<file path="config.mk">
export PLATFORM = sky130hd
export DESIGN_NAME = lav_front
export DESIGN_NICKNAME = d
export VERILOG_FILES = /design/src/lav_pkg.sv /design/src/lav_front.sv
export SDC_FILE = /design/constraint.sdc
export NUM_CORES = 1
export LEC_CHECK = 0
export BUFFER_PORTS_ARGS = -buffer_cell sky130_fd_sc_hd__buf_2
export CAP_MARGIN = 20
export CORE_MARGIN = 4
export CORE_UTILIZATION = 35
export DETAILED_ROUTE_END_ITERATION = 12
export PLACE_DENSITY_LB_ADDON = 0.12
export REMOVE_ABC_BUFFERS = 1
export SYNTH_ARGS = -nofsm -noshare
export SYNTH_HDL_FRONTEND = slang
export SYNTH_SLANG_ARGS = --single-unit
</file>
<file path="constraint.sdc">
create_clock -name aclk -period 23.2 [get_ports aclk]
set_input_delay 6.96 -clock aclk [delete_from_list [all_inputs] [get_ports aclk]]
set_output_delay 6.96 -clock aclk [all_outputs]
set_load 0.02 [all_outputs]
</file>
<file path="src/lav_pkg.sv">
package lav_pkg;

    localparam int COORD_W    = 32;
    localparam int DIFF_W     = COORD_W + 1;
    localparam int EPS_W      = 16;
    localparam int IN_DATA_W  = 6 * COORD_W;
    localparam int COL_IDX_W  = 2;
    localparam int OUT_PAD_W  = 6;
    localparam int OUT_DATA_W = COL_IDX_W + 4 * COORD_W + OUT_PAD_W;

    localparam logic [EPS_W-1:0] EPS_RESET = 16'd7;
    localparam logic [COL_IDX_W-1:0] LAST_COL = 2'd3;

    localparam logic [COORD_W-1:0] SAT_MAX = 32'h7fff_ffff;
    localparam logic [COORD_W-1:0] SAT_MIN = 32'h8000_0000;

    localparam int Q_DEPTH = 2;
    localparam int Q_PTR_W = 1;
    localparam int Q_CNT_W = 2;

    // eye point and raw forward vector (target - eye)
    typedef struct packed {
        logic [2:0][COORD_W-1:0] eye;
        logic [2:0][DIFF_W-1:0]  fwd;
    } lav_req_t;

    typedef struct packed {
        logic                   start;
        logic [2:0][DIFF_W-1:0] vec;
    } lav_nrm_req_t;

    typedef enum logic [2:0] {
        NRM_IDLE,
        NRM_SQ,
        NRM_ROOT,
        NRM_CHK,
        NRM_DIV
    } nrm_state_t;

    typedef enum logic [2:0] {
        BK_IDLE,
        BK_NORM_F,
        BK_NORM_R,
        BK_MAC,
        BK_HAND
    } bk_state_t;

endpackage

</file>
<file path="src/lav_front.sv">
module lav_front import lav_pkg::*; (
    input  logic                 aclk,
    input  logic                 aresetn,
    input  logic                 s_valid,
    output logic                 s_ready,
    input  logic [IN_DATA_W-1:0] s_data,
    output logic                 out_valid,
    input  logic                 out_ready,
    output lav_req_t             out_req
);

    logic     valid_reg;
    lav_req_t req_reg;
    lav_req_t req_next;

    assign s_ready   = !valid_reg || out_ready;
    assign out_valid = valid_reg;
    assign out_req   = req_reg;

    always_comb begin
        for (int i = 0; i < 3; i++) begin
            req_next.eye[i] = s_data[i*COORD_W +: COORD_W];
            req_next.fwd[i] = DIFF_W'($signed(s_data[(i+3)*COORD_W +: COORD_W]))
                            - DIFF_W'($signed(s_data[i*COORD_W +: COORD_W]));
        end
    end

    always_ff @(posedge aclk) begin
        if (!aresetn) begin
            valid_reg <= 1'b0;
        end else begin
            if (s_valid && s_ready) begin
                valid_reg <= 1'b1;
            end else if (out_ready) begin
                valid_reg <= 1'b0;
            end
        end
    end

    always_ff @(posedge aclk) begin
        if (s_valid && s_ready) begin
            req_reg <= req_next;
        end
    end

endmodule

</file>
==> results by stage <==
Outcome:
- The run finished with clean final reports.

Worst setup path:
- At the worst endpoint, the arrival time is 7.37 ns.
- The data required time of the critical path is 16.24 ns.
- The reg-to-reg setup timing slack is 20.59 ns.
- Measured in cells, the most critical reg-to-reg path has a length of 4.
- The maximum fanout encountered on the critical timing path is 3.
- The nature of the critical path startpoint is an input port.
- The endpoint kind of the worst setup timing path is a primary output.
- The classification of the worst setup path is in2out.

Clocking:
- The deepest level of the CTS H-tree is 4.
- Counting every sink on the clock net gives 196.
- The clock latency of the later-clocked register in the worst-skew pair is 0.45 ns.
- The hold buffer count at cts is 0.
- The quantity of gates resized following cts is 0.
- The cell sitting at the root of the clock tree is a sky130_fd_sc_hd__clkbuf_16.
- The number of setup buffers added after CTS is 0.
- The number of clock buffers added by TritonCTS is 17.
- After clock tree synthesis, the clock-pin slew on the worst setup and hold paths is 0.07 ns.
- The clock tree from TritonCTS is yes.
- The buffer depth of the longest clock path is 2.

Synthesis:
- Sorting the synthesized cells by area gives the leading types as sky130_fd_sc_hd__edfxtp_1 (51%), sky130_fd_sc_hd__ha_1 (11%), sky130_fd_sc_hd__a21oi_1 (4.1%), sky130_fd_sc_hd__inv_1 (4.1%), sky130_fd_sc_hd__xnor2_1 (4.0%).
- After synthesis, the most frequently instantiated cells are sky130_fd_sc_hd__edfxtp_1 (195), sky130_fd_sc_hd__inv_1 (125), sky130_fd_sc_hd__ha_1 (96).
- For this run, the leading register cell type out of synthesis is sky130_fd_sc_hd__edfxtp_1.
- The share of synthesized area in the top cell type comes to 0.513.
- The most common cell in the synthesized netlist is sky130_fd_sc_hd__edfxtp_1.
- In the synthesized netlist, the number of instances is 1,020.
- The total of flip-flops plus latches after synthesis is 196.
- The share of the Yosys chip area taken by registers is 0.515.
- In the synthesized netlist the async set-or-reset flop fraction comes to 0.
- The number of distinct library cell variants in the gate-level netlist after synthesis is 71.
- Summed over all instances, the cell type with the most area after synthesis is sky130_fd_sc_hd__edfxtp_1.
- The mean area per synthesized cell is 11.2 um2.
- The synthesized design contains 195 enable-type register cells.
- Summing every instance area after synthesis gives 0.0114 mm2.
- The count of yosys warnings during synthesis is 0.

STA:
- The hold violation count in the final report is 0.
- The final count of negative-setup-slack endpoints is 0.
- The summed negative setup slack over all endpoints is 0 ns.
- The final clock period utilization by the worst path is 0.618.
- Setup repair after global routing left no endpoint under its margin.
- The worst pin sits at a relative slew slack of 0.415.
- The maximum clock frequency is 0.0698 GHz.
- Across the routed clock network, the largest skew measured is 0.00856 ns.
- The slew at the pin with the worst max-slew slack is 0.877 ns.
- The max-slew violation count is 0.
- The shortest clock period the worst path allows after layout is 14.33 ns.

Final layout:
- In the final layout, the share of cells above drive strength 1 is 0.318.
- The post-synthesis to final-layout area growth is 26.2%.
- Once layout is complete, the utilization of the core stands at 0.452.
- After filler insertion, the fill cell instance count of the layout stands at 3,167.
- After the last flow step, the layout net total stands at 1,704.

Drt:
- The antenna violation net count after detailed routing is 0.
- The via-per-instance ratio is 4.87.
- After detailed routing, the number of remaining DRC violations is 0.
- The initial detailed-routing violation count is 405.
- For this block, the via count after detailed routing is 9,063.
- Dividing the detail-routed wire length by the instance count gives 17.0 um.
- The detailed-route wire length is 31,700 um.
- The first detailed-routing pass took 5 iterations.

Global route:
- Entering global routing, the biggest net connects 66 pins.
- The overall fraction of global-route tracks in use is 0.174.
- The global routing stage identified its most utilized layer as met2.
- The met1 track utilization from global routing is 0.210.
- The number of antenna violations at the first check in global routing is 9.
- The total overflow left after global routing is 0.
- The met2 demand-to-capacity share in global routing is 0.295.
- The wire length of the first global-routing pass is 48,800 um.
- The number of global-route vias before repair is 9,015.
- The met3 capacity usage during global routing is 0.0615.

Flow run:
- Max-cap violations in this run came to 0.

Die:
- The overall die height is 189 um.
- From left edge to right edge, the die measures 189 um.
- The effective utilization at floorplan is 0.358.
- The standard-cell row count is 65.
- 393 I/O pins were placed.
- The floorplan step defined a die boundary enclosing 0.0356 mm2.
- The core region area is 0.0319 mm2.

Min path:
- The number of instances on the worst hold path is 2.
- The class of the most critical hold timing path is reg2reg.

Place:
- In this run the tool buffered the top-level ports with 392 buffer cells.
- Summed over all nets, the half-perimeter wirelength after detailed placement is 25,600 um.
- The placer congestion estimate is 0.818.

Power and ir drop:
- Summed over all cells, the static leakage comes to 6.52 nW.
- The power per cell area is 69.8 mW/mm2.
- The post-route total power is 0.00100 W.
- The maximum ir drop on the vdd rail is 0.0474 mV.
[cell families (layout without fill, tap and decap cells)]
family / count (synthesis) / after routing / synth area share
buffers and inverters: 150 / 552 / 0.0512
other: 0 / 3 / 0
DFF: 196 / 196 / 0.515
muxes: 1 / 1 / 0.000877
and+or+nand+nor: 205 / 205 / 0.0907
xor gates and xnor gates: 84 / 84 / 0.0645
adders and majority gates: 99 / 99 / 0.111
AOI/OAI and AO/OA: 285 / 285 / 0.167
[through the flow]
step	std cells	setup WS, ns	area, um2	hold slack [ns]
after detailed placement	1825	8.87	13800	0.520
after global placement	1825	8.87	13800	0.512
after CTS	1857	8.87	14400	0.530
after floorplan	995	9.05	11300	0.750
after global routing	1859	8.82	14400	0.581
final	1860	8.87	14400	0.526
[worst paths after layout]
check                           startpoint          end
worst max-delay path             out_ready      s_ready
worst min-delay path             out_valid    out_valid
worst max register to register   out_valid  out_req[71]
worst min register to register   out_valid    out_valid
[where the power goes]
part           total, W  internal, W  switching, W  leakage [nW]
Sequential     0.000443     0.000436    0.00000752          1.89
Combinational  0.000267     0.000100      0.000166          4.35
Clock          0.000295     0.000159      0.000136         0.270
[worst max-delay path, stage by stage]
cell and delay [ns]:
sky130_fd_sc_hd__buf_2 0.09, sky130_fd_sc_hd__nand2b_1 0.15, sky130_fd_sc_hd__buf_2 0.17
[cells in the final DEF, fill, tap and decap left out, drive strengths merged, types with 4 or more instances in the layout]
master,synthesis,layout
o21a,15,15
clkinv,0,6
edfxtp,195,195
a21oi,96,96
a21boi,5,5
and2,5,5
clkbuf,16,20
inv,125,127
o21bai,14,14
or2,7,7
xor2,32,32
o21ai,54,54
a31oi,9,9
buf,9,395
nor2,36,36
ha,96,96
nand4,22,22
nand2,62,62
o2111ai,4,4
nor2b,18,18
o31a,4,4
nand2b,8,8
nor4,6,6
a41oi,5,5
and3,6,6
nor3,10,10
nand3,16,16
o31ai,5,5
o211ai,5,5
xnor2,52,52
a21o,33,33
[state kept, by name, indices dropped and copies added, names as in the netlist]
| name | cells |
|---|---|
| out_valid | 1 |
| out_req | 195 |
[layer usage]
layer | vias to the layer above | wire, um
met4 | 10 | 493
li1 | 4516 | -
met3 | 44 | 2530
met2 | 286 | 15400
met1 | 4207 | 13200
met5 | - | 44
[layout make-up]
class | count | area, um2 | share of cell area
diodes | 3 | 7.51 | 0.000521
well taps | 435 | 544 | 0.0378
clock buffers | 20 | 437 | 0.0303
repair buffers | 395 | 1980 | 0.138
clock inverters | 12 | 131 | 0.00912
inverters | 125 | 469 | 0.0326
flip-flops and latches | 196 | 5880 | 0.408
multi-input cells | 674 | 4950 | 0.344
Note: power is estimated with default switching activity, not from simulation.
