<file path="src/lav_pkg.sv">
package lav_pkg;

    localparam int COORD_W    = 32;
    localparam int DIFF_W     = COORD_W + 1;
    localparam int EPS_W      = 16;
    localparam int IN_DATA_W  = 6 * COORD_W;
    localparam int COL_IDX_W  = 2;
    localparam int OUT_PAD_W  = 6;
    localparam int OUT_DATA_W = COL_IDX_W + 4 * COORD_W + OUT_PAD_W;

    localparam logic [EPS_W-1:0] EPS_RESET = 16'd7;
    localparam logic [COL_IDX_W-1:0] LAST_COL = 2'd3;

    localparam logic [COORD_W-1:0] SAT_MAX = 32'h7fff_ffff;
    localparam logic [COORD_W-1:0] SAT_MIN = 32'h8000_0000;

    localparam int Q_DEPTH = 2;
    localparam int Q_PTR_W = 1;
    localparam int Q_CNT_W = 2;

    // eye point and raw forward vector (target - eye)
    typedef struct packed {
        logic [2:0][COORD_W-1:0] eye;
        logic [2:0][DIFF_W-1:0]  fwd;
    } lav_req_t;

    typedef struct packed {
        logic                   start;
        logic [2:0][DIFF_W-1:0] vec;
    } lav_nrm_req_t;

    typedef enum logic [2:0] {
        NRM_IDLE,
        NRM_SQ,
        NRM_ROOT,
        NRM_CHK,
        NRM_DIV
    } nrm_state_t;

    typedef enum logic [2:0] {
        BK_IDLE,
        BK_NORM_F,
        BK_NORM_R,
        BK_MAC,
        BK_HAND
    } bk_state_t;

endpackage

</file>
<file path="src/lav_queue.sv">
module lav_queue import lav_pkg::*; (
    input  logic     aclk,
    input  logic     aresetn,
    input  logic     in_valid,
    output logic     in_ready,
    input  lav_req_t in_req,
    output logic     out_valid,
    input  logic     out_ready,
    output lav_req_t out_req
);

    lav_req_t             mem_reg [Q_DEPTH];
    logic [Q_PTR_W-1:0]   wr_ptr_reg;
    logic [Q_PTR_W-1:0]   rd_ptr_reg;
    logic [Q_CNT_W-1:0]   cnt_reg;
    logic                 push;
    logic                 pop;

    assign in_ready  = cnt_reg != Q_CNT_W'(Q_DEPTH);
    assign out_valid = cnt_reg != '0;
    assign out_req   = mem_reg[rd_ptr_reg];
    assign push      = in_valid && in_ready;
    assign pop       = out_valid && out_ready;

    always_ff @(posedge aclk) begin
        if (!aresetn) begin
            wr_ptr_reg <= '0;
            rd_ptr_reg <= '0;
            cnt_reg    <= '0;
        end else begin
            if (push) begin
                wr_ptr_reg <= wr_ptr_reg + 1'b1;
            end
            if (pop) begin
                rd_ptr_reg <= rd_ptr_reg + 1'b1;
            end
            if (push && !pop) begin
                cnt_reg <= cnt_reg + 1'b1;
            end else if (pop && !push) begin
                cnt_reg <= cnt_reg - 1'b1;
            end
        end
    end

    always_ff @(posedge aclk) begin
        if (push) begin
            mem_reg[wr_ptr_reg] <= in_req;
        end
    end

endmodule

</file>
<file path="config.mk">
export PLATFORM = sky130hd
export DESIGN_NAME = lav_queue
export DESIGN_NICKNAME = d
export VERILOG_FILES = /design/src/lav_pkg.sv /design/src/lav_queue.sv
export SDC_FILE = /design/constraint.sdc
export NUM_CORES = 1
export LEC_CHECK = 0
export BUFFER_PORTS_ARGS = -buffer_cell sky130_fd_sc_hd__buf_4
export CORE_MARGIN = 8
export CORE_UTILIZATION = 45
export DETAILED_ROUTE_END_ITERATION = 12
export PLACE_DENSITY = 0.82
export SYNTH_ARGS = -nofsm -noshare
export SYNTH_HDL_FRONTEND = slang
export SYNTH_SLANG_ARGS = --single-unit
</file>
<file path="constraint.sdc">
create_clock -name aclk -period 15.5 [get_ports aclk]
set_clock_uncertainty 0.2 [all_clocks]
set_input_delay 3.1 -clock aclk [delete_from_list [all_inputs] [get_ports aclk]]
set_output_delay 3.1 -clock aclk [all_outputs]
set_load 0.02 [all_outputs]
</file>
==> results of run 1 <==
[how the worst min path moves through the flow]
| stage | startpoint | to | slack, ns | cells past startpoint |
|---|---|---|---|---|
| final | cnt_reg[1] | cnt_reg[1] | 0.36 | 2 |
| after global routing | cnt_reg[1] | cnt_reg[1] | 0.40 | 2 |
| after CTS | cnt_reg[1] | cnt_reg[1] | 0.36 | 2 |
| after detailed placement | cnt_reg[1] | cnt_reg[1] | 0.35 | 2 |
| after global placement | cnt_reg[1] | cnt_reg[1] | 0.33 | 2 |
| after floorplan | cnt_reg[1] | cnt_reg[1] | 0.31 | 2 |
[logic make-up after synthesis]
| logic type | Yosys count |
|---|---|
| AOI/OAI and AO/OA | 5 |
| and+or+nand+nor | 9 |
| DFF | 395 |
| adders and majority gates | 1 |
| xor gates and xnor gates | 3 |
| buffers and inverters | 23 |
| muxes | 195 |
[layer usage]
layer  vias to the layer above  global-route usage  part of all wire
li1                       3361                   -                 -
met4                         4             0.04342             0.020
met1                      3634              0.1859              0.39
met3                        52             0.06146              0.10
met2                       315              0.2660              0.49
met5                         -                   0           0.00083
[final cells by class]
| class | instances | share of cell area |
|---|---|---|
| Clock inverter | 22 | 0.008020 |
| Sequential cell | 395 | 0.6059 |
| Inverter | 1 | 0.0005774 |
| Tap cell | 442 | 0.02836 |
| Multi-Input combinational cell | 213 | 0.1489 |
| Clock buffer | 48 | 0.05396 |
| Timing Repair Buffer | 401 | 0.1544 |
[layout by cell type, fill, tap and decap left out, types with 2 or more instances in the layout]
| master | count |
|---|---|
| edfxtp_1 | 390 |
| clkinv_1 | 11 |
| clkbuf_16 | 41 |
| dfxtp_1 | 4 |
| mux2_4 | 150 |
| clkbuf_1 | 7 |
| mux2_2 | 45 |
| clkinv_2 | 6 |
| bufinv_16 | 2 |
| inv_6 | 2 |
| xnor2_1 | 2 |
| and2_1 | 4 |
| buf_4 | 401 |
[worst register-to-register path, cell delays in order (launching register included)]
cell and delay (ns):
dfxtp_1 0.42, nand2b_4 0.18, nand3b_1 0.20, inv_8 0.64, buf_4 1.05
[power groups by stage]
stage	Clock (mW)	Sequential [mW]	Combinational, mW
floorplan	0	1.41	0.675
global placement	0	1.40	1.00
detailed placement	0	1.41	1.01
CTS	0.919	1.39	1.02
global route	0.953	1.40	1.06
finish	0.894	1.39	1.00
==> summary.txt, run 1 <==
CTS
  • Buffer cell driving the clock tree root: clkbuf_16
  • Number of hold buffers added after CTS: 0
  • Insertion delay of the later-clocked pin in the worst-skew pair: 0.51 ns
  • Number of gates given a new drive strength after cts: 0
  • H-tree depth reported by CTS: 2
  • Clock transition at the register clock pins on the worst setup and hold paths after CTS: 0.06 ns
  • Total clock buffers created by CTS: 40
  • Clock tree from TritonCTS: yes
  • Number of setup buffers added after CTS: 0
  • Sinks on Clock Net: 395
  • Buffers from clock root to sink, at most: 3

Logic synthesis
  • Complex-gate fraction of the synthesized area: 0.002346
  • Total standard cell area after synthesis: 14940 um^2
  • Synthesized area per cell: 23.67 um^2
  • Post-Synth Adder-Cell Area: 0.0008377
  • Post-synthesis simple-gate area fraction: 0.004356
  • Number of warnings issued by yosys: 0
  • Post-synthesis cell type count: 21
  • Top area cells in the synthesized netlist: edfxtp_1 78%, mux2_4 15%, mux2_2 3.4%, buf_6 1.4%, dfxtp_1 0.67%
  • Synth Flop Type: edfxtp_1
  • Synth area leader: edfxtp_1
  • Most repeated cell in the gate-level netlist after synthesis: edfxtp_1
  • Largest family of logic cells by synthesized area: multiplexers
  • Xor and xnor area share after synthesis: 0.001759
  • Share of the synthesized area in the top cell type: 0.7841
  • Synth Register Bits: slightly below 400
  • Most numerous cell types in the synthesized netlist: 390 x edfxtp_1, 150 x mux2_4, 45 x mux2_2, 18 x buf_6, 5 x dfxtp_1
  • EDFF count, synth: 390
  • Post-synthesis async set-or-reset flop share: 0
  • Multiplexer share of the synthesized area: 0.1847
  • Fraction of the yosys area taken by sequential cells: 0.7908
  • Number of standard cells after synthesis: about 630
  • Syn nets: 831

Critical path
  • Dominant cell type by count on the critical path: buf_4
  • Cell depth of the worst flop-to-flop path: 4
  • Number of stages on the worst setup path: 4
  • Worst path bufs/invs: 3
  • Largest stage delay on the critical path: 0.90 ns
  • Crit end category: primary output
  • Worst setup slack for register-to-register paths: 12.36 ns
  • Critical path launch point type: register
  • Family of cells with the greatest summed delay on the critical path: buffers and inverters
  • Top fanout value on the critical path: 58
  • Highest-delay cell along the critical path: buf_4
  • Endpoint of the worst setup timing path: out_req[110]
  • Critical R2R Capture: mem_reg[0][70]
  • Cell-by-cell listing of the critical path: buf_4, buf_4, mux2_4, buf_4
  • Required time of the critical path: 12.20 ns
  • Beginning of the worst register-to-register path: cnt_reg[0]
  • CP Data Arrival Time: 3.55 ns
  • Critical path class: register to primary output

Floorplanning
  • Row count: between 60 and 70
  • Number of I/O pins: 396
  • Core outline area: 32620 um^2
  • Die Wd: 198.2 um
  • Die area: 39280 um^2
  • Initial Utilization: 0.4579
  • Vert. Die Dim: between 150 and 200 um

STA
  • Worst relative slew slack: 0.3183
  • Number of failing hold endpoints at the final stage: 0
  • Unrepaired setup endpoints after global routing: no
  • Hold Slack: 0.3575 ns
  • Max Transition Viols Final: 0
  • Final setup margin: 8.651 ns
  • Min Clock Period, post-route: approximately 6.8 ns
  • TNS Setup: 0 ns
  • Setup Viol. Count Final: 0
  • Least-Margin Pin Slew: 1.023 ns
  • Maximum clock frequency: 146.0 MHz
  • Share of the clock period used by the worst path after layout: 0.4419

Global routing
  • Via count of the first global-routing pass: 7823
  • Initial antenna violation count: 2
  • Gr ovfl total: 0
  • First-pass GRT wire length: 47440 um
  • Maximum number of pins on one net before global-route repair: ~130
  • GRT Resource Usage Total: 0.1576

Layout
  • Max FFs per register: 390
  • Total non-filler cell area in the finished layout: 19500 um^2
  • End-of-flow core utilization: 0.5979
  • Net count of the finished layout: 1252
  • Fill cell count: 2361
  • Final std cells w/o fill: roughly 1500
  • Antenna diode count: 0
  • Sequential Area: 11820 um^2
  • Proportion of layout cells with a drive suffix above 1: 0.6056
  • Area of combinational cells with multiple inputs: 2903 um^2
  • Synthesis-to-finish area growth: 30.57%

Power and ir drop
  • Maximum resistive drop on vdd: 150.6 uV
  • Net switching share of the total power: 0.2873
  • Combinational group share of total power: 0.305
  • Leakage power: about 7.5 nW
  • Clock Power Share: 0.272
  • Total power: 3.286 mW
  • Switching power: 943.9 uW
  • Flop pwr share: 0.423
  • Cell Pwr Density: 168.5 nW/um^2
  • Internal portion of total power: 2.342 mW

Route
  • Vias per Instance: 4.840
  • Routed length per placed instance: 21.45 um
  • First drt pass iteration count: 4
  • DR iter-0 viols: 357
  • DRC: 0
  • Via total after detailed routing: ~7400
  • Final wirelength: 32650 um
  • Count of nets left with antenna violations after detail routing: 0

Run
  • Reported max-cap violation count: 0

Place
  • Dpl hpwl: 22790 um
  • Worst slack, placed: between 9 and 10 ns
  • Total instance count after detailed placement: 1452
  • Cell area after placement: 18290 um^2
  • Port-buffer cells: between 300 and 400
  • Placer congestion estimate: 0.7586

Outcome
  • Result of the run: complete, no violations

Worst hold path
  • Worst hold-check path type: register to register
Power figures use the tool's default switching activity.
==> run 2: changes to the inputs <==
Clock period 15.5 ns to 7 ns, I/O delays scaled along.
==> run 2 against run 1 <==
Net effect: combinational power up 120%; via count is 1.2% higher; register-to-register slack got worse by 8.1 ns; non-clock buffer count is the same; global-route usage increased by 0.10 points; hold slack better by 0.017 ns; critical path type unchanged; critical endpoint is now out_req[111].
==> summary.txt, run 2 (synthesis gave the netlist of run 1 again) <==
CTS
  • Buffers from clock root to sink, at most: 3 (unchanged)
  • H-tree depth reported by CTS: 2 (unchanged)
  • Buffer cell driving the clock tree root: clkbuf_16
  • Clock transition at the register clock pins on the worst setup and hold paths after CTS: 0.06 ns (about the same)
  • Number of setup buffers added after CTS: 0 (unchanged)
  • Number of hold buffers added after CTS: 0 (unchanged)
  • Clock tree from TritonCTS: yes
  • Number of gates given a new drive strength after cts: 0 (unchanged)
  • Insertion delay of the later-clocked pin in the worst-skew pair: 0.50 ns (about the same)
  • Sinks on Clock Net: 395 (unchanged)
  • Total clock buffers created by CTS: 41 (+2.5%)

Global routing
  • Layer with the highest usage after global routing: met2
  • Via count of the first global-routing pass: 8024 (+2.6%)
  • Met1 track utilization from global routing: 0.1834 (-0.002543)
  • Gr ovfl total: 0 (unchanged)
  • Global-route met3 utilization: 0.05688 (-0.004584)
  • First-pass GRT wire length: 47300 um (-0.31%)
  • Initial antenna violation count: 4 (+2)
  • Maximum number of pins on one net before global-route repair: 128 (+2.4%)
  • Met2 track demand over resource: 0.2711 (+0.005107)
  • GRT Resource Usage Total: 0.1586 (+0.001039)

Layout
  • Area of combinational cells with multiple inputs: 2903 um^2 (unchanged)
  • Sequential Area: 11820 um^2 (unchanged)
  • Synthesis-to-finish area growth: 31.85%
  • Net count of the finished layout: 1253 (+0.080%)
  • Total non-filler cell area in the finished layout: 19690 um^2 (+0.98%)
  • Most common cell after layout, fill and taps aside: buf_4
  • Most used cells in the layout excluding fill and tap cells: 399 x buf_4, 390 x edfxtp_1, 150 x mux2_4
  • Proportion of layout cells with a drive suffix above 1: 0.6100 (+0.004426)
  • Max FFs per register: 390 (unchanged)
  • Fill cell count: 2307 (-2.3%)

Power and ir drop
  • Maximum resistive drop on vdd: 394.0 uV (+160%)
  • Total power: 7.526 mW (+130%)
  • Leakage power: 7.583 nW (+1.1%)
  • Cell Pwr Density: 382.2 nW/um^2 (+130%)

Route
  • Count of nets left with antenna violations after detail routing: 0 (unchanged)
  • Routed length per placed instance: 21.67 um (+1.0%)
  • First drt pass iteration count: 4 (unchanged)
  • Final wirelength: 33050 um (+1.2%)
  • Via total after detailed routing: 7453 (+1.2%)
  • DR iter-0 viols: 393 (+10%)
  • Vias per Instance: 4.887 (+0.98%)
  • DRC: 0 (unchanged)

Place
  • Placer congestion estimate: 0.7747 (+2.1%)
  • Port-buffer cells: 395 (unchanged)
  • Cell area after placement: 18320 um^2 (+0.14%)
  • Worst slack, placed: 3.133 ns (-6.059 ns)
  • Dpl hpwl: 23070 um (+1.2%)

Worst hold path
  • Hold depth: 2 (unchanged)
  • Hold-critical path endpoint: cnt_reg[1]
  • Beginning of the worst hold path: cnt_reg[1]
  • Worst hold-check path type: register to register

STA
  • Number of failing hold endpoints at the final stage: 0 (unchanged)
  • TNS Setup: 0 ns (unchanged)
  • Maximum clock frequency: 228.4 MHz
  • Setup Viol. Count Final: 0 (unchanged)
  • Worst relative slew slack: 0.3449 (+0.02662)
  • Min Clock Period, post-route: 4.378 ns
  • Share of the clock period used by the worst path after layout: 0.6255
  • Max Transition Viols Final: 0 (unchanged)
  • Unrepaired setup endpoints after global routing: no
  • Hold Slack: 0.3741 ns (+0.01661 ns)
  • Final setup margin: 2.622 ns (-6.030 ns)
  • Least-Margin Pin Slew: 0.9827 ns (-0.03994 ns)

Floorplanning
  • Number of I/O pins: 396 (unchanged)
  • Row count: 66 (unchanged)
  • Die Wd: 198.2 um (unchanged)
  • Die area: 39280 um^2 (unchanged)
  • Core outline area: 32620 um^2 (unchanged)
  • Vert. Die Dim: 198.2 um (unchanged)
  • Initial Utilization: 0.4579 (unchanged)

Critical path
  • Beginning of the worst register-to-register path: cnt_reg[0]
  • CP Data Arrival Time: 2.78 ns (-0.77 ns)
  • Top fanout value on the critical path: 55 (-5.2%)
  • Worst setup slack for register-to-register paths: 4.27 ns (-8.09 ns)
  • Cell depth of the worst flop-to-flop path: 4 (unchanged)
  • Required time of the critical path: 5.40 ns (-6.80 ns)
  • Critical path class: register to primary output
  • Critical R2R Capture: mem_reg[0][69]
  • Critical path launch point type: register
  • Crit end category: primary output

Outcome
  • Result of the run: complete, no violations

Run
  • Reported max-cap violation count: 0 (unchanged)
## run 2: cell count changes in the layout (fill, tap and decap cells not counted)
cell | before | now
diode_2 | 0 | 1
buf_12 | 0 | 2
clkinvlp_4 | 1 | 2
inv_6 | 2 | 1
bufinv_16 | 2 | 8
clkinv_1 | 11 | 10
buf_4 | 401 | 399
clkbuf_1 | 7 | 4
## run 2: worst max path at each step
stage	startpoint	to	depth (start not counted)
after floorplan	in_valid	mem_reg[1][0]	1
after global placement	register	out_req[108]	3
after detailed placement	register	out_req[111]	3
after CTS	register	out_req[111]	3
after global routing	register	out_req[111]	3
final	register	out_req[111]	3
## run 2: power breakdown
part           leakage (nW)  switching, mW  internal [mW]
Sequential             3.68          0.127           2.96
Combinational          3.23           1.15           1.09
Clock                 0.667          0.841           1.36
## run 2: routing by layer
| metal | routed length, um | part of all wire |
|---|---|---|
| met3 | 2939 | 0.089 |
| met5 | 36 | 0.0011 |
| met1 | 12740 | 0.39 |
| met2 | 16410 | 0.50 |
| met4 | 935 | 0.028 |
## run 2: critical path, cell delays in order, from the launching register on
cell     delay, ns
dfxtp_4       0.90
buf_4         0.74
mux2_4        0.36
buf_4         0.16
## run 2: area by class of cell
cell class,count,area share
Clock buffer,45,0.05286
Multi-Input combinational cell,213,0.1474
Antenna cell,1,0.0001271
Inverter,1,0.0005718
Tap cell,442,0.02808
Sequential cell,395,0.6000
Clock inverter,27,0.01684
Timing Repair Buffer,401,0.1541
## run 2: through the flow
step / utilization / cells
after floorplan: - / 631
after CTS: 0.6036 / 1524
after global routing: 0.6037 / 1525
final: 0.6037 / 1525
after global placement: 0.5616 / 1452
after detailed placement: 0.5616 / 1452
==> run 3: changes to the inputs <==
Clock period 7 ns to 4.55 ns, I/O delays scaled along.
==> run 3 against run 2 <==
Net effect: cell count is 0.39% higher; sequential power is 53% higher; register-to-register slack worse by 2.8 ns; highest routed layer unchanged; critical path depth stayed put; sequential share of layout area hardly changed; die area stayed put; critical path type unchanged; critical endpoint is now out_req[19]; hold slack worse by 0.015 ns.
==> summary.txt, run 3 (synthesis gave the netlist of run 1 again) <==
STA
  • Setup Viol. Count Final: 0 (unchanged)
  • Maximum clock frequency: 294.2 MHz
  • Number of failing hold endpoints at the final stage: 0 (unchanged)
  • Max Transition Viols Final: 0 (unchanged)
  • Final setup margin: 1.151 ns (-1.471 ns)
  • Share of the clock period used by the worst path after layout: 0.7471
  • Unrepaired setup endpoints after global routing: no
  • TNS Setup: 0 ns (unchanged)
  • Min Clock Period, post-route: around 3.4 ns
  • Worst relative slew slack: 0.3037 (-0.04124)
  • Least-Margin Pin Slew: 1.045 ns (+0.06186 ns)

CTS
  • Clock transition at the register clock pins on the worst setup and hold paths after CTS: 0.06 ns (about the same)
  • Buffer cell driving the clock tree root: clkbuf_16
  • Buffers from clock root to sink, at most: 3 (unchanged)
  • Number of gates given a new drive strength after cts: 0 (unchanged)
  • Number of setup buffers added after CTS: 0 (unchanged)
  • Total clock buffers created by CTS: 40 (-2.4%)
  • Number of hold buffers added after CTS: 0 (unchanged)
  • H-tree depth reported by CTS: 2 (unchanged)
  • Clock tree from TritonCTS: yes
  • Insertion delay of the later-clocked pin in the worst-skew pair: 0.51 ns (about the same)
  • Sinks on Clock Net: 395 (unchanged)

Route
  • DRC: 0 (unchanged)
  • Count of nets left with antenna violations after detail routing: 0 (unchanged)
  • Uppermost layer routed: met5
  • Met2 wire length: 16740 um (+2.0%)
  • Detail Route met3 WL: 2785 um (-5.2%)
  • Final wirelength: 32700 um (-1.1%)
  • DR iter-0 viols: 336 (-15%)
  • Vias per Instance: 4.821 (-1.4%)
  • Via total after detailed routing: 7381 (-0.97%)
  • Sum of routed wire segments on met1: 12200 um (-4.2%)
  • Routed length per placed instance: 21.36 um (-1.5%)
  • First drt pass iteration count: 4 (unchanged)

Layout
  • Most used cells in the layout excluding fill and tap cells: 399 x buf_4, 390 x edfxtp_1, 150 x mux2_4
  • Fill cell count: 2325 (+0.78%)
  • Synthesis-to-finish area growth: 31.78% (about the same)
  • Net count of the finished layout: 1255 (+0.16%)
  • Proportion of layout cells with a drive suffix above 1: 0.6101 (about the same)
  • Most common cell after layout, fill and taps aside: buf_4
  • Max FFs per register: 390 (unchanged)

Critical path
  • Crit end category: primary output
  • Family of cells with the greatest summed delay on the critical path: flip-flops
  • Critical path class: register to primary output
  • Largest stage delay on the critical path: 0.74 ns (-0.16 ns)
  • Highest-delay cell along the critical path: dfxtp_4
  • Top fanout value on the critical path: 53 (-3.6%)
  • Cell-by-cell listing of the critical path: buf_12, mux2_2, buf_4
  • CP Data Arrival Time: 2.29 ns (-0.49 ns)
  • Beginning of the worst register-to-register path: cnt_reg[0]
  • Critical path launch point type: register
  • Required time of the critical path: 3.44 ns (-1.96 ns)
  • Worst path bufs/invs: 2 (unchanged)

Power and ir drop
  • Leakage power: 7.575 nW (-0.10%)
  • Maximum resistive drop on vdd: 483.1 uV (+23%)
  • Combinational group share of total power: 0.305 (+0.008)
  • Flop pwr share: 0.412 (+0.002)
  • Net switching share of the total power: 0.2856 (+0.004213)
  • Clock Power Share: 0.283 (-0.010)
  • Internal portion of total power: 8.171 mW (+51%)
  • Switching power: 3.266 mW (+54%)
  • Cell Pwr Density: 581.1 nW/um^2 (+52%)

Floorplanning
  • Number of I/O pins: 396 (unchanged)
  • Die Wd: 198.2 um (unchanged)
  • Row count: 66 (unchanged)
  • Core outline area: 32620 um^2 (unchanged)
  • Die area: 39280 um^2 (unchanged)
  • Initial Utilization: 0.4579 (unchanged)
  • Vert. Die Dim: 198.2 um (unchanged)

Run
  • Reported max-cap violation count: 0 (unchanged)

Global routing
  • Initial antenna violation count: 5 (+1)
  • First-pass GRT wire length: 46660 um (-1.3%)
  • Gr ovfl total: 0 (unchanged)
  • Maximum number of pins on one net before global-route repair: 76 (-41%)
  • Via count of the first global-routing pass: 7872 (-1.9%)
  • GRT Resource Usage Total: 0.1567 (-0.001930)

Outcome
  • Result of the run: complete, no violations

Worst hold path
  • Beginning of the worst hold path: cnt_reg[1]
  • Worst hold-check path type: register to register

Place
  • Placer congestion estimate: 0.7420 (-4.2%)
  • Dpl hpwl: 22620 um (-1.9%)
  • Port-buffer cells: 395 (unchanged)
  • Worst slack, placed: 1.089 ns (-2.044 ns)
-- run 3: through the flow --
| step | utilization | power, mW | cells | hold slack (ns) | cell area, um^2 |
|---|---|---|---|---|---|
| 6_report | 0.6034 | 11.44 | 1531 | 0.3590 | 19680 |
| 5_1_grt | 0.6034 | 11.88 | 1531 | 0.3537 | 19680 |
| 2_1_floorplan | - | 7.050 | 631 | 0.3124 | 14940 |
| 3_5_place_dp | 0.5633 | 8.323 | 1455 | 0.3523 | 18370 |
| 3_3_place_gp | 0.5633 | 8.260 | 1455 | 0.3315 | 18370 |
| 4_1_cts | 0.6031 | 11.58 | 1527 | 0.3499 | 19670 |
-- run 3: final timing paths --
path | end | slack (ns) | cells after the start
max | out_req[19] | 1.15 | 3
min | cnt_reg[1] | 0.36 | 2
max reg2reg | mem_reg[0][118] | 1.48 | 5
min reg2reg | cnt_reg[1] | 0.36 | 2
-- run 3: cell type report --
class,count,area [um^2],share of cell area
Tap cell,442,553.0,0.02810
Timing Repair Buffer,404,3095,0.1573
Clock inverter,23,242.7,0.01233
Antenna cell,4,10.01,0.0005086
Multi-Input combinational cell,213,2903,0.1475
Inverter,1,7.507,0.0003814
Sequential cell,395,11820,0.6003
Clock buffer,49,1056,0.05365
-- run 3: worst min-delay path: stages (launching register included) --
cell and delay, ns:
dfxtp_1 0.36, o21ai_0 0.09, a21boi_1 0.06
-- run 3: power groups by stage --
stage | logic, mW | registers (mW) | clock network, mW
5_1_grt | 3.66 | 4.76 | 3.46
4_1_cts | 3.54 | 4.72 | 3.32
6_report | 3.49 | 4.72 | 3.23
3_5_place_dp | 3.53 | 4.80 | 0
2_1_floorplan | 2.30 | 4.75 | 0
3_3_place_gp | 3.50 | 4.76 | 0
-- run 3: per-layer routing --
metal / GRT usage / up-vias
met2: 0.2716 / 307
met1: 0.1762 / 3641
met4: 0.06720 / 2
met5: 0 / -
met3: 0.05008 / 64
li1: - / 3367
